[src/sv/vcm_pkg.sv]
// Shared types, codes and constants for the change maker core.
// Used by vcm_front, vcm_coin_cell and vending_change_maker_core; no dependencies.
package vcm_pkg;

    localparam int STOCK_BITS_DEF = 16;
    localparam int FIELD_W = 16;
    localparam int AMT_W = 17;
    localparam int DUE_W = 18;

    localparam logic [1:0] MODE_START = 2'd0;
    localparam logic [1:0] MODE_DEPOSIT = 2'd1;
    localparam logic [1:0] MODE_CANCEL = 2'd2;

    localparam logic [2:0] KIND_NICKEL = 3'd0;
    localparam logic [2:0] KIND_DIME = 3'd1;
    localparam logic [2:0] KIND_QUARTER = 3'd2;
    localparam logic [2:0] KIND_ONE = 3'd3;
    localparam logic [2:0] KIND_FIVE = 3'd4;

    localparam logic [2:0] ST_PRICE_OK = 3'd0;
    localparam logic [2:0] ST_PRICE_ILLEGAL = 3'd1;
    localparam logic [2:0] ST_PENDING = 3'd2;
    localparam logic [2:0] ST_ILLEGAL_SEL = 3'd3;
    localparam logic [2:0] ST_CHANGE_GIVEN = 3'd4;
    localparam logic [2:0] ST_OUT_OF_CHANGE = 3'd5;
    localparam logic [2:0] ST_WRONG_PHASE = 3'd6;

    // coin cell index equals the deposit kind code of that coin
    localparam int COIN_NICKEL = 0;
    localparam int COIN_DIME = 1;
    localparam int COIN_QUARTER = 2;

    localparam int unsigned STOCK_RESET [5] = '{25, 25, 25, 0, 0};

    // floor(x / coin) = (x * RECIP) >> SHIFT, exact for x < 2^17
    localparam logic [17:0] COIN_RECIP [3] = '{18'd104858, 18'd104858, 18'd167773};
    localparam int COIN_SHIFT [3] = '{19, 20, 22};

    // floor(x / 5) = (x * MOD5_RECIP) >> MOD5_SHIFT, exact for x < 2^16
    localparam logic [15:0] MOD5_RECIP = 16'd52429;
    localparam int MOD5_SHIFT = 18;

    typedef struct packed {
        logic [2:0]                  status;
        logic                        refund;
        logic [AMT_W-1:0]            amount;
        logic                        dep_valid;
        logic [2:0]                  dep_kind;
        logic [FIELD_W-1:0]          amount_due;
        logic [2:0][FIELD_W-1:0]     give;
        logic [4:0][FIELD_W-1:0]     stock;
    } vcm_beat_t;

    function automatic logic [9:0] denom_value(input logic [2:0] kind);
        logic [9:0] val;
        unique case (kind)
            KIND_NICKEL:  val = 10'd5;
            KIND_DIME:    val = 10'd10;
            KIND_QUARTER: val = 10'd25;
            KIND_ONE:     val = 10'd100;
            KIND_FIVE:    val = 10'd500;
            default:      val = 10'd0;
        endcase
        return val;
    endfunction

    function automatic logic [AMT_W-1:0] coin_times(input logic [1:0] coin,
                                                     input logic [AMT_W-1:0] cnt);
        logic [AMT_W-1:0] val;
        unique case (coin)
            2'd0:    val = (cnt << 2) + cnt;
            2'd1:    val = (cnt << 3) + (cnt << 1);
            2'd2:    val = (cnt << 4) + (cnt << 3) + cnt;
            default: val = '0;
        endcase
        return val;
    endfunction

endpackage

[src/sv/vcm_front.sv]
// Front cell: purchase phase, amount due, price, bill stocks and refund decision.
// Depends on vcm_pkg.
module vcm_front #(
    parameter int STOCK_BITS = vcm_pkg::STOCK_BITS_DEF
) (
    input  logic                               clk,
    input  logic                               rst_n,
    input  logic                               in_valid,
    output logic                               in_stall,
    input  logic [1:0]                         mode,
    input  logic [vcm_pkg::FIELD_W-1:0]        price_cents,
    input  logic [2:0]                         deposit_kind,
    output logic                               out_valid,
    input  logic                               out_stall,
    output vcm_pkg::vcm_beat_t                 out_beat
);

    localparam int CW = (STOCK_BITS > vcm_pkg::FIELD_W) ? STOCK_BITS : vcm_pkg::FIELD_W;
    localparam logic [STOCK_BITS-1:0] STOCK_MAX = '1;

    logic                                   valid_reg;
    vcm_pkg::vcm_beat_t                     beat_reg, beat_next;
    logic                                   active_reg, active_next;
    logic signed [vcm_pkg::DUE_W-1:0]       due_reg, due_next;
    logic [vcm_pkg::FIELD_W-1:0]            start_reg, start_next;
    logic [STOCK_BITS-1:0]                  one_reg, one_next;
    logic [STOCK_BITS-1:0]                  five_reg, five_next;

    logic                                   advance;
    logic                                   accept;
    logic [31:0]                            price_prod;
    logic [vcm_pkg::FIELD_W-1:0]            price_q5;
    logic [vcm_pkg::FIELD_W-1:0]            price_rem;
    logic signed [vcm_pkg::DUE_W-1:0]       due_dep;
    logic signed [vcm_pkg::DUE_W-1:0]       due_neg;
    logic signed [vcm_pkg::DUE_W-1:0]       cancel_diff;
    logic [2:0]                             status;
    logic                                   refund;
    logic [vcm_pkg::AMT_W-1:0]              amount;
    logic                                   dep_valid;
    logic [CW-1:0]                          one_ext;
    logic [CW-1:0]                          five_ext;

    assign advance = !valid_reg || !out_stall;
    assign accept = in_valid && advance;
    assign in_stall = !advance;

    assign price_prod = {16'd0, price_cents} * {16'd0, vcm_pkg::MOD5_RECIP};
    assign price_q5 = vcm_pkg::FIELD_W'(price_prod >> vcm_pkg::MOD5_SHIFT);
    assign price_rem = price_cents - ((price_q5 << 2) + price_q5);

    assign due_dep = due_reg - $signed({8'd0, vcm_pkg::denom_value(deposit_kind)});
    assign due_neg = -due_dep;
    assign cancel_diff = $signed({2'b00, start_reg}) - due_reg;

    always_comb
    begin
        active_next = active_reg;
        due_next = due_reg;
        start_next = start_reg;
        one_next = one_reg;
        five_next = five_reg;
        status = vcm_pkg::ST_ILLEGAL_SEL;
        refund = 1'b0;
        amount = '0;
        dep_valid = 1'b0;
        unique case (mode)
            vcm_pkg::MODE_START:
            begin
                if (active_reg)
                begin
                    status = vcm_pkg::ST_WRONG_PHASE;
                end
                else if (price_rem != '0)
                begin
                    status = vcm_pkg::ST_PRICE_ILLEGAL;
                end
                else
                begin
                    status = vcm_pkg::ST_PRICE_OK;
                    active_next = 1'b1;
                    start_next = price_cents;
                    due_next = $signed({2'b00, price_cents});
                end
            end
            vcm_pkg::MODE_DEPOSIT:
            begin
                if (!active_reg)
                begin
                    status = vcm_pkg::ST_WRONG_PHASE;
                end
                else if (deposit_kind > vcm_pkg::KIND_FIVE)
                begin
                    status = vcm_pkg::ST_ILLEGAL_SEL;
                end
                else
                begin
                    status = vcm_pkg::ST_PENDING;
                    dep_valid = 1'b1;
                    due_next = due_dep;
                    if (deposit_kind == vcm_pkg::KIND_ONE && one_reg != STOCK_MAX)
                    begin
                        one_next = one_reg + 1'b1;
                    end
                    if (deposit_kind == vcm_pkg::KIND_FIVE && five_reg != STOCK_MAX)
                    begin
                        five_next = five_reg + 1'b1;
                    end
                    if (due_dep <= 0)
                    begin
                        refund = 1'b1;
                        amount = due_neg[vcm_pkg::AMT_W-1:0];
                        active_next = 1'b0;
                        due_next = '0;
                    end
                end
            end
            vcm_pkg::MODE_CANCEL:
            begin
                if (!active_reg)
                begin
                    status = vcm_pkg::ST_WRONG_PHASE;
                end
                else
                begin
                    status = vcm_pkg::ST_PENDING;
                    refund = 1'b1;
                    amount = cancel_diff[vcm_pkg::AMT_W-1:0];
                    active_next = 1'b0;
                    due_next = '0;
                end
            end
            default:
            begin
                status = vcm_pkg::ST_ILLEGAL_SEL;
            end
        endcase
    end

    assign one_ext = CW'(one_next);
    assign five_ext = CW'(five_next);

    always_comb
    begin
        beat_next = '0;
        beat_next.status = status;
        beat_next.refund = refund;
        beat_next.amount = amount;
        beat_next.dep_valid = dep_valid;
        beat_next.dep_kind = deposit_kind;
        beat_next.amount_due = active_next ? due_next[vcm_pkg::FIELD_W-1:0] : '0;
        beat_next.stock[vcm_pkg::KIND_ONE] = one_ext[vcm_pkg::FIELD_W-1:0];
        beat_next.stock[vcm_pkg::KIND_FIVE] = five_ext[vcm_pkg::FIELD_W-1:0];
    end

    always_ff @(posedge clk or negedge rst_n)
    begin
        if (!rst_n)
        begin
            valid_reg <= 1'b0;
            active_reg <= 1'b0;
            due_reg <= '0;
            start_reg <= '0;
            one_reg <= STOCK_BITS'(vcm_pkg::STOCK_RESET[3]);
            five_reg <= STOCK_BITS'(vcm_pkg::STOCK_RESET[4]);
        end
        else
        begin
            if (advance)
            begin
                valid_reg <= in_valid;
            end
            if (accept)
            begin
                active_reg <= active_next;
                due_reg <= due_next;
                start_reg <= start_next;
                one_reg <= one_next;
                five_reg <= five_next;
            end
        end
    end

    always_ff @(posedge clk)
    begin
        if (accept)
        begin
            beat_reg <= beat_next;
        end
    end

    assign out_valid = valid_reg;
    assign out_beat = beat_reg;

endmodule

[src/sv/vcm_coin_cell.sv]
// Coin cell: holds one coin stock, adds deposits of that coin, pays its share of change.
// Depends on vcm_pkg.
module vcm_coin_cell #(
    parameter int STOCK_BITS = vcm_pkg::STOCK_BITS_DEF,
    parameter int COIN = vcm_pkg::COIN_QUARTER
) (
    input  logic                 clk,
    input  logic                 rst_n,
    input  logic                 in_valid,
    output logic                 in_stall,
    input  vcm_pkg::vcm_beat_t   in_beat,
    output logic                 out_valid,
    input  logic                 out_stall,
    output vcm_pkg::vcm_beat_t   out_beat
);

    localparam int CW = (STOCK_BITS > vcm_pkg::FIELD_W) ? STOCK_BITS : vcm_pkg::FIELD_W;
    localparam logic [17:0] RECIP = vcm_pkg::COIN_RECIP[COIN];
    localparam int SHIFT = vcm_pkg::COIN_SHIFT[COIN];
    localparam logic [2:0] KIND = 3'(COIN);
    localparam logic [STOCK_BITS-1:0] STOCK_MAX = '1;

    logic                           valid_reg;
    vcm_pkg::vcm_beat_t             beat_reg, beat_next;
    logic [STOCK_BITS-1:0]          stock_reg, stock_next;

    logic                           advance;
    logic                           accept;
    logic [STOCK_BITS-1:0]          stock_inc;
    logic [34:0]                    product;
    logic [vcm_pkg::FIELD_W-1:0]    want;
    logic [CW-1:0]                  want_ext;
    logic [CW-1:0]                  stock_ext;
    logic [CW-1:0]                  cnt_ext;
    logic [CW-1:0]                  left_ext;
    logic [vcm_pkg::FIELD_W-1:0]    cnt;
    logic [vcm_pkg::AMT_W-1:0]      paid;

    assign advance = !valid_reg || !out_stall;
    assign accept = in_valid && advance;
    assign in_stall = !advance;

    assign stock_inc = (in_beat.dep_valid && in_beat.dep_kind == KIND && stock_reg != STOCK_MAX)
                       ? stock_reg + 1'b1 : stock_reg;

    assign product = {18'd0, in_beat.amount} * {17'd0, RECIP};
    assign want = vcm_pkg::FIELD_W'(product >> SHIFT);
    assign want_ext = CW'(want);
    assign stock_ext = CW'(stock_inc);
    assign cnt_ext = (want_ext < stock_ext) ? want_ext : stock_ext;
    assign cnt = cnt_ext[vcm_pkg::FIELD_W-1:0];
    assign paid = vcm_pkg::coin_times(2'(COIN), vcm_pkg::AMT_W'(cnt));
    assign left_ext = stock_ext - cnt_ext;
    assign stock_next = left_ext[STOCK_BITS-1:0];

    always_comb
    begin
        beat_next = in_beat;
        beat_next.amount = in_beat.amount - paid;
        beat_next.give[COIN] = cnt;
        beat_next.stock[COIN] = left_ext[vcm_pkg::FIELD_W-1:0];
    end

    always_ff @(posedge clk or negedge rst_n)
    begin
        if (!rst_n)
        begin
            valid_reg <= 1'b0;
            stock_reg <= STOCK_BITS'(vcm_pkg::STOCK_RESET[COIN]);
        end
        else
        begin
            if (advance)
            begin
                valid_reg <= in_valid;
            end
            if (accept)
            begin
                stock_reg <= stock_next;
            end
        end
    end

    always_ff @(posedge clk)
    begin
        if (accept)
        begin
            beat_reg <= beat_next;
        end
    end

    assign out_valid = valid_reg;
    assign out_beat = beat_reg;

endmodule

[src/sv/vending_change_maker_core.sv]
// Change maker core: front cell followed by quarter, dime and nickel cells.
// Depends on vcm_pkg, vcm_front and vcm_coin_cell.
//
//   channel   handshake                  payload
//   item      item_valid / item_stall    mode, price_cents, deposit_kind
//   result    result_valid / result_stall status, amount_due, give_*, shortfall_cents, stock_*
//
// One item per cycle sustained while result_stall stays low; each result is registered
// once in each of the four cells (front, quarter, dime, nickel).
// Each cell owns its part of the state, so consecutive items never wait on each other.
// Reset is asynchronous: stocks return to 25, 25, 25, 0, 0 and the machine goes idle.
// A stalled result holds the chain; empty cells still take new items.
module vending_change_maker_core #(
    parameter int STOCK_BITS = vcm_pkg::STOCK_BITS_DEF
) (
    input  logic                             clk,
    input  logic                             rst_n,
    input  logic                             item_valid,
    output logic                             item_stall,
    input  logic [1:0]                       mode,
    input  logic [vcm_pkg::FIELD_W-1:0]      price_cents,
    input  logic [2:0]                       deposit_kind,
    output logic                             result_valid,
    input  logic                             result_stall,
    output logic [2:0]                       status,
    output logic [vcm_pkg::FIELD_W-1:0]      amount_due,
    output logic [vcm_pkg::FIELD_W-1:0]      give_quarters,
    output logic [vcm_pkg::FIELD_W-1:0]      give_dimes,
    output logic [vcm_pkg::FIELD_W-1:0]      give_nickels,
    output logic [vcm_pkg::AMT_W-1:0]        shortfall_cents,
    output logic [vcm_pkg::FIELD_W-1:0]      stock_nickel,
    output logic [vcm_pkg::FIELD_W-1:0]      stock_dime,
    output logic [vcm_pkg::FIELD_W-1:0]      stock_quarter,
    output logic [vcm_pkg::FIELD_W-1:0]      stock_one,
    output logic [vcm_pkg::FIELD_W-1:0]      stock_five
);

    logic                  front_valid, front_stall;
    vcm_pkg::vcm_beat_t    front_beat;
    logic                  qtr_valid, qtr_stall;
    vcm_pkg::vcm_beat_t    qtr_beat;
    logic                  dime_valid, dime_stall;
    vcm_pkg::vcm_beat_t    dime_beat;
    vcm_pkg::vcm_beat_t    last_beat;

    vcm_front #(
        .STOCK_BITS (STOCK_BITS)
    ) u_front (
        .clk          (clk),
        .rst_n        (rst_n),
        .in_valid     (item_valid),
        .in_stall     (item_stall),
        .mode         (mode),
        .price_cents  (price_cents),
        .deposit_kind (deposit_kind),
        .out_valid    (front_valid),
        .out_stall    (front_stall),
        .out_beat     (front_beat)
    );

    vcm_coin_cell #(
        .STOCK_BITS (STOCK_BITS),
        .COIN       (vcm_pkg::COIN_QUARTER)
    ) u_quarter (
        .clk       (clk),
        .rst_n     (rst_n),
        .in_valid  (front_valid),
        .in_stall  (front_stall),
        .in_beat   (front_beat),
        .out_valid (qtr_valid),
        .out_stall (qtr_stall),
        .out_beat  (qtr_beat)
    );

    vcm_coin_cell #(
        .STOCK_BITS (STOCK_BITS),
        .COIN       (vcm_pkg::COIN_DIME)
    ) u_dime (
        .clk       (clk),
        .rst_n     (rst_n),
        .in_valid  (qtr_valid),
        .in_stall  (qtr_stall),
        .in_beat   (qtr_beat),
        .out_valid (dime_valid),
        .out_stall (dime_stall),
        .out_beat  (dime_beat)
    );

    vcm_coin_cell #(
        .STOCK_BITS (STOCK_BITS),
        .COIN       (vcm_pkg::COIN_NICKEL)
    ) u_nickel (
        .clk       (clk),
        .rst_n     (rst_n),
        .in_valid  (dime_valid),
        .in_stall  (dime_stall),
        .in_beat   (dime_beat),
        .out_valid (result_valid),
        .out_stall (result_stall),
        .out_beat  (last_beat)
    );

    always_comb
    begin
        if (!last_beat.refund)
        begin
            status = last_beat.status;
        end
        else if (last_beat.amount != '0)
        begin
            status = vcm_pkg::ST_OUT_OF_CHANGE;
        end
        else
        begin
            status = vcm_pkg::ST_CHANGE_GIVEN;
        end
    end

    assign amount_due = last_beat.amount_due;
    assign give_quarters = last_beat.give[vcm_pkg::COIN_QUARTER];
    assign give_dimes = last_beat.give[vcm_pkg::COIN_DIME];
    assign give_nickels = last_beat.give[vcm_pkg::COIN_NICKEL];
    assign shortfall_cents = last_beat.amount;
    assign stock_nickel = last_beat.stock[vcm_pkg::KIND_NICKEL];
    assign stock_dime = last_beat.stock[vcm_pkg::KIND_DIME];
    assign stock_quarter = last_beat.stock[vcm_pkg::KIND_QUARTER];
    assign stock_one = last_beat.stock[vcm_pkg::KIND_ONE];
    assign stock_five = last_beat.stock[vcm_pkg::KIND_FIVE];

`ifndef SYNTH
    a_short_means_out: assert property (@(posedge clk) disable iff (!rst_n)
        (result_valid && shortfall_cents != '0) |-> (status == vcm_pkg::ST_OUT_OF_CHANGE))
        else $error("shortfall reported without out-of-change status");

    a_coins_only_on_refund: assert property (@(posedge clk) disable iff (!rst_n)
        (result_valid && status != vcm_pkg::ST_CHANGE_GIVEN
                      && status != vcm_pkg::ST_OUT_OF_CHANGE)
        |-> (give_quarters == '0 && give_dimes == '0 && give_nickels == '0))
        else $error("coins paid on a beat without refund");

    a_refund_ends_purchase: assert property (@(posedge clk) disable iff (!rst_n)
        (result_valid && (status == vcm_pkg::ST_CHANGE_GIVEN
                      || status == vcm_pkg::ST_OUT_OF_CHANGE))
        |-> (amount_due == '0))
        else $error("amount due left after refund");

    a_stall_only_when_blocked: assert property (@(posedge clk) disable iff (!rst_n)
        item_stall |-> (result_valid && result_stall))
        else $error("item stalled while result side is free");
`endif

endmodule

[config.mk]
export PLATFORM = sky130hd
export DESIGN_NAME = vending_change_maker_core
export DESIGN_NICKNAME = d
export VERILOG_FILES = /design/src/sv/vcm_pkg.sv /design/src/sv/vcm_front.sv /design/src/sv/vcm_coin_cell.sv /design/src/sv/vending_change_maker_core.sv
export SDC_FILE = /design/constraint.sdc
export NUM_CORES = 2
export LEC_CHECK = 0
export BUFFER_PORTS_ARGS = -buffer_cell sky130_fd_sc_hd__buf_2
export CAP_MARGIN = 30
export CORE_MARGIN = 2
export CORE_UTILIZATION = 58
export CTS_CLUSTER_SIZE = 30
export DETAILED_ROUTE_END_ITERATION = 16
export PLACE_DENSITY = 0.78
export SYNTH_ARGS = -nofsm -noshare
export SYNTH_HDL_FRONTEND = slang
export SYNTH_HIERARCHICAL = 1
export SYNTH_SLANG_ARGS = --single-unit
[constraint.sdc]
create_clock -name clk -period 11.65 [get_ports clk]
set_input_delay 0 -clock clk [delete_from_list [all_inputs] [get_ports clk]]
set_output_delay 0 -clock clk [all_outputs]
set_load 0.03 [all_outputs]
### Yosys cells after proc, flatten, opt, wreduce, memory -nomap -nowiden

Index checks and enable logic that the tools add are counted.

* register bits after elaboration: 599
* input bits: 25
* output and inout port bits: 166
* logic and storage cells: 182

* add/subtract/negate cells: 20
* $mul: 4
* order comparisons: 5
* eq/ne operators: 18
* muxes and demuxes: 47
* bitwise operators: 2
* reductions and logical operators: 31

Operators with widths (count)
* 16-bit two-way mux: 14
* 18-bit two-way mux: 6
* 16-bit by 1-bit adder with 16-bit output, second input constant: 5
* 16-bit != test, second input constant: 5
* 17-bit two-way mux: 4
* 17-bit subtractor: 4
* 17-bit by 16-bit multiplier with 33-bit output, second input constant: 2
* 16-bit subtractor: 4
* 18-bit case mux with 3 select lines: 1
* 9-bit case mux with 5 select lines: 1
* 17-bit by 18-bit multiplier with 35-bit output, second input constant: 1
* 17-bit by 16-bit adder with 17-bit output: 2
* 17-bit adder: 2
* 17-bit case mux with 2 select lines: 1
* 16-bit by 16-bit multiplier with 32-bit output, second input constant: 1
* 18-bit by 1-bit <= comparator with 1-bit output, second input constant: 1
* 18-bit by 10-bit subtractor with 18-bit output: 1
* 17-bit negation: 1
* 17-bit nonzero test: 1
* 16-bit by 14-bit adder with 16-bit output: 1
* 13-bit by 16-bit less-than comparator with 1-bit output: 1
* 14-bit by 16-bit less-than comparator with 1-bit output: 1
* 15-bit by 16-bit less-than comparator with 1-bit output: 1
* 16-bit nonzero test: 1
* 23 further kinds: 65

### Depth between registers and ports, before layout

* word-level depth: 9
* mapped depth: 53
* gate-level depth less buffers: 50

### Hierarchy

Netlist, hierarchy kept.

By module, submodules not included
* vcm_front: instances 1, cells an instance 1571, area each 15073.2 µm², seq. area each 3893.7 µm²
* vcm_coin_cell at u_quarter: instances 1, cells an instance 1265, area each 14612.8 µm², seq. area each 5504.0 µm²
* vcm_coin_cell at u_dime: instances 1, cells an instance 1202, area each 13888.3 µm², seq. area each 5504.0 µm²
* vcm_coin_cell at u_nickel: instances 1, cells an instance 1142, area each 13405.4 µm², seq. area each 5504.0 µm²
* vending_change_maker_core: instances 1, cells an instance 9, area each 58.8 µm², seq. area each 0.0 µm²

### Worst setup path before layout

Ideal clock, no wire load.

* kind: register to register
* start point: register u_front.beat_reg (netlist bit u_front/out_beat[163])
* end point: register u_quarter.beat_reg (netlist bit u_quarter/out_beat[164]) (data pin)
* setup time: 0.268 ns
* arrival time: 11.337 ns
* required time: 11.382 ns
* slack: 0.045 ns
* cell stages (with the launch flop): 49
* path buffers: 3
* clock period less this slack: 11.605 ns
* path through: edfxtp_1 -> fa_1 -> fa_1 -> fa_1 -> fa_1 -> fa_1 -> inv_1 -> fa_1 -> inv_1 -> ha_1 -> a21o_1 -> a221o_1 -> a21bo_2 -> a221oi_1 -> a21o_1 -> a21oi_1 -> o21a_1 -> o21a_1 -> (+13 left out) -> xor2_1 -> ha_1 -> inv_1 -> fa_1 -> inv_1 -> ha_1 -> inv_1 -> o21bai_1 -> a21oi_1 -> o21bai_1 -> a21oi_1 -> o21ai_0 -> a31o_2 -> a21oi_1 -> o21ai_0 -> a21o_1 -> a21oi_1 -> xnor3_1

RTL lines
* start, declared: RTL line vcm_front.sv:22 `vcm_pkg::vcm_beat_t beat_reg, beat_next;`
* start signal, assigned: RTL line vcm_front.sv:188 `beat_reg <= beat_next;`
* end signal, assigned: RTL line vcm_coin_cell.sv:88 `beat_reg <= beat_next;`
* end, declared: RTL line vcm_coin_cell.sv:24 `vcm_pkg::vcm_beat_t beat_reg, beat_next;`

==> impl_metrics.py <==
metrics = {
    "run_status": {
        "status": "finished, final reports clean",
    },
    "placement": {
        "gp_congestion": 1.00,
        "hpwl_um": 107000,
        "portBuffers": 190,
    },
    "die": {
        "core_area_mm2": 0.0914,
        "num_io_pins": 191,
        "die_area_mm2": 0.0944,
        "chipWidth_um": 307,
        "rows": 111,
        "start_util_pct": 58.3,
        "die_h_um": 307,
    },
    "sta": {
        "relSlewSlack_pct": 27.6,
        "tns_ps": 0,
        "hold_viol": 0,
        "drv_slew": 0,
        "fin_crit_ps": 11180,
        "skew_ps": 26.2,
        "period_share_pct": 96.0,
        "setup_viol_count_final": 0,
        "worst_pin_slew_ps": 1080,
        "timing.fmax_mhz": 89.5,
    },
    "finish": {
        "drive_above_1_share_pct": 11.8,
        "multi_input_area_mm2": 0.0323,
        "largest_reg_flops": 165,
        "area_delta_synth_final_pct": 11.0,
        "nFillCells": 7118,
        "finalNetCount": 6496,
        "seqCellArea_mm2": 0.0174,
    },
    "detailed_routing": {
        "viasPerCell": 5.81,
        "ant_nets": 0,
        "routed_wl_um": 136000,
        "num_vias": 38244,
        "avgRoutedWirePerCell_um": 20.6,
        "first_pass_iters": 6,
        "drt_iter0_markers": 2980,
        "drc": 0,
    },
    "critical_path": {
        "cp_max_fo": 13,
        "crit_required_ps": 12020,
        "worstSetupPathType": "reg2reg",
        "worstSetupStartpointType": "register",
        "crit_slowest_cell": "fa_1",
        "max_stage_delay_ps": 600,
        "arrival_ps": 11550,
        "end_kind": "register",
    },
    "run": {
        "maxCapViolations": 0,
    },
    "clocking": {
        "insertion_delay_ps": 630,
        "clkSlewWorstSetupHoldPaths_ps": 60,
        "cts-buffers-inserted": 66,
        "clockBufferDepth": 3,
        "cts_max_level": 3,
        "root_buffer": "clkbuf_16",
        "cts_sinks": 599,
        "cts_tree": "yes",
    },
    "grt": {
        "gr-total-overflow": 0,
        "grt_max_degree": 112,
        "antenna_found_initial": 11,
        "grtUsageTotal_pct": 28.9,
        "grt_pass1_vias": 38344,
        "grt_pass1_wl_um": 212000,
    },
    "synth": {
        "syn_area_per_cell_um2": 10.7,
        "syn_area_mm2": 0.0533,
        "synthCells": 4992,
        "yosysWarningCount": 6,
    },
    "worst_hold_path": {
        "worst_hold_path_type": "in2reg",
    },
}
[stage by stage]
stage	hold slack (ps)	cells	instance area, um^2	util [%]	worst slack, ps
5_1_grt	213	6581	59200	64.8	-70.2
3_3_place_gp	125	6393	56200	61.5	-0.991
2_1_floorplan	-296	4999	53300	-	45.1
4_1_cts	146	6541	58700	64.3	13.7
6_report	197	6582	59200	64.8	471
3_5_place_dp	123	6393	56200	61.5	-60.5
[critical path: cells and delay by family (launching register included)]
kind,cells,cell delay [ps]
AO/OA/AOI/OAI,14,2840
XOR/XNOR,3,400
buffers and inverters,7,840
flip-flops,1,560
AND/OR/NAND/NOR,10,1860
adder cells (fa/ha/maj),10,4410
[routing by layer]
metal	vias to the layer above	GRT usage, %	share of wire (%)
met5	-	0	0.081
met4	16	9.51	3.3
met3	278	4.51	6.2
met2	1235	47.7	47
met1	18782	39.3	43
li1	17933	-	-
[cells in the final DEF (no fill, tap or decap), types with 39 or more instances in the layout]
| cell type | count |
|---|---|
| and2_1 | 41 |
| nand4_1 | 44 |
| mux2_2 | 42 |
| xor2_1 | 139 |
| buf_2 | 189 |
| clkbuf_16 | 67 |
| a21oi_1 | 181 |
| inv_1 | 904 |
| fa_1 | 403 |
| nor2_1 | 224 |
| o21ai_0 | 107 |
| ha_1 | 720 |
| o21ai_1 | 39 |
| a21o_1 | 83 |
| nor3_1 | 68 |
| and3_1 | 41 |
| nand2_1 | 289 |
| xnor2_1 | 192 |
| dfrtp_1 | 110 |
| edfxtp_1 | 480 |
| buf_4 | 138 |
| nand3_1 | 97 |
[final timing paths]
path | cells after the start | slack [ps] | end | from
setup / recovery | 44 | 470 | u_dime/out_beat[164]$_DFFE_PP_ | u_quarter/out_beat[152]$_DFFE_PP_
hold / removal | 5 | 200 | u_front/active_reg$_DFFE_PN0P_ | mode[1]
setup reg to reg | 44 | 470 | u_dime/out_beat[164]$_DFFE_PP_ | u_quarter/out_beat[152]$_DFFE_PP_
hold reg to reg | 0 | 400 | u_quarter/out_beat[52]$_DFFE_PP_ | u_front/out_beat[52]$_DFFE_PP_
max in group asynchronous | 4 | 9810 | u_dime/out_valid$_DFFE_PN0N_ | rst_n
min in group asynchronous | 3 | 560 | u_front/due_reg[12]$_DFFE_PN0P_ | rst_n
[area by class of cell]
type                            count  area share (%)
Clock buffer                       86            3.06
Timing Repair Buffer              353            3.81
Clock inverter                     35           0.744
Inverter                          912            5.82
Sequential cell                   599            29.4
Multi-Input combinational cell   3410            54.7
Antenna cell                        1         0.00423
Tap cell                         1186            2.51
[what timing repair did]
action / 4_1_cts / 5_1_grt
hold buffers: 24 / 0
hold endpoints to repair: 116 / 0
endpoints found under the setup margin: 2 / 23
pin swaps: 1 / 23
buffers inserted: 3 / 40
resized for setup: 5 / 43
Power is not shown: default switching activity piles up to over one toggle a cycle in this logic, so the estimate is an artifact.
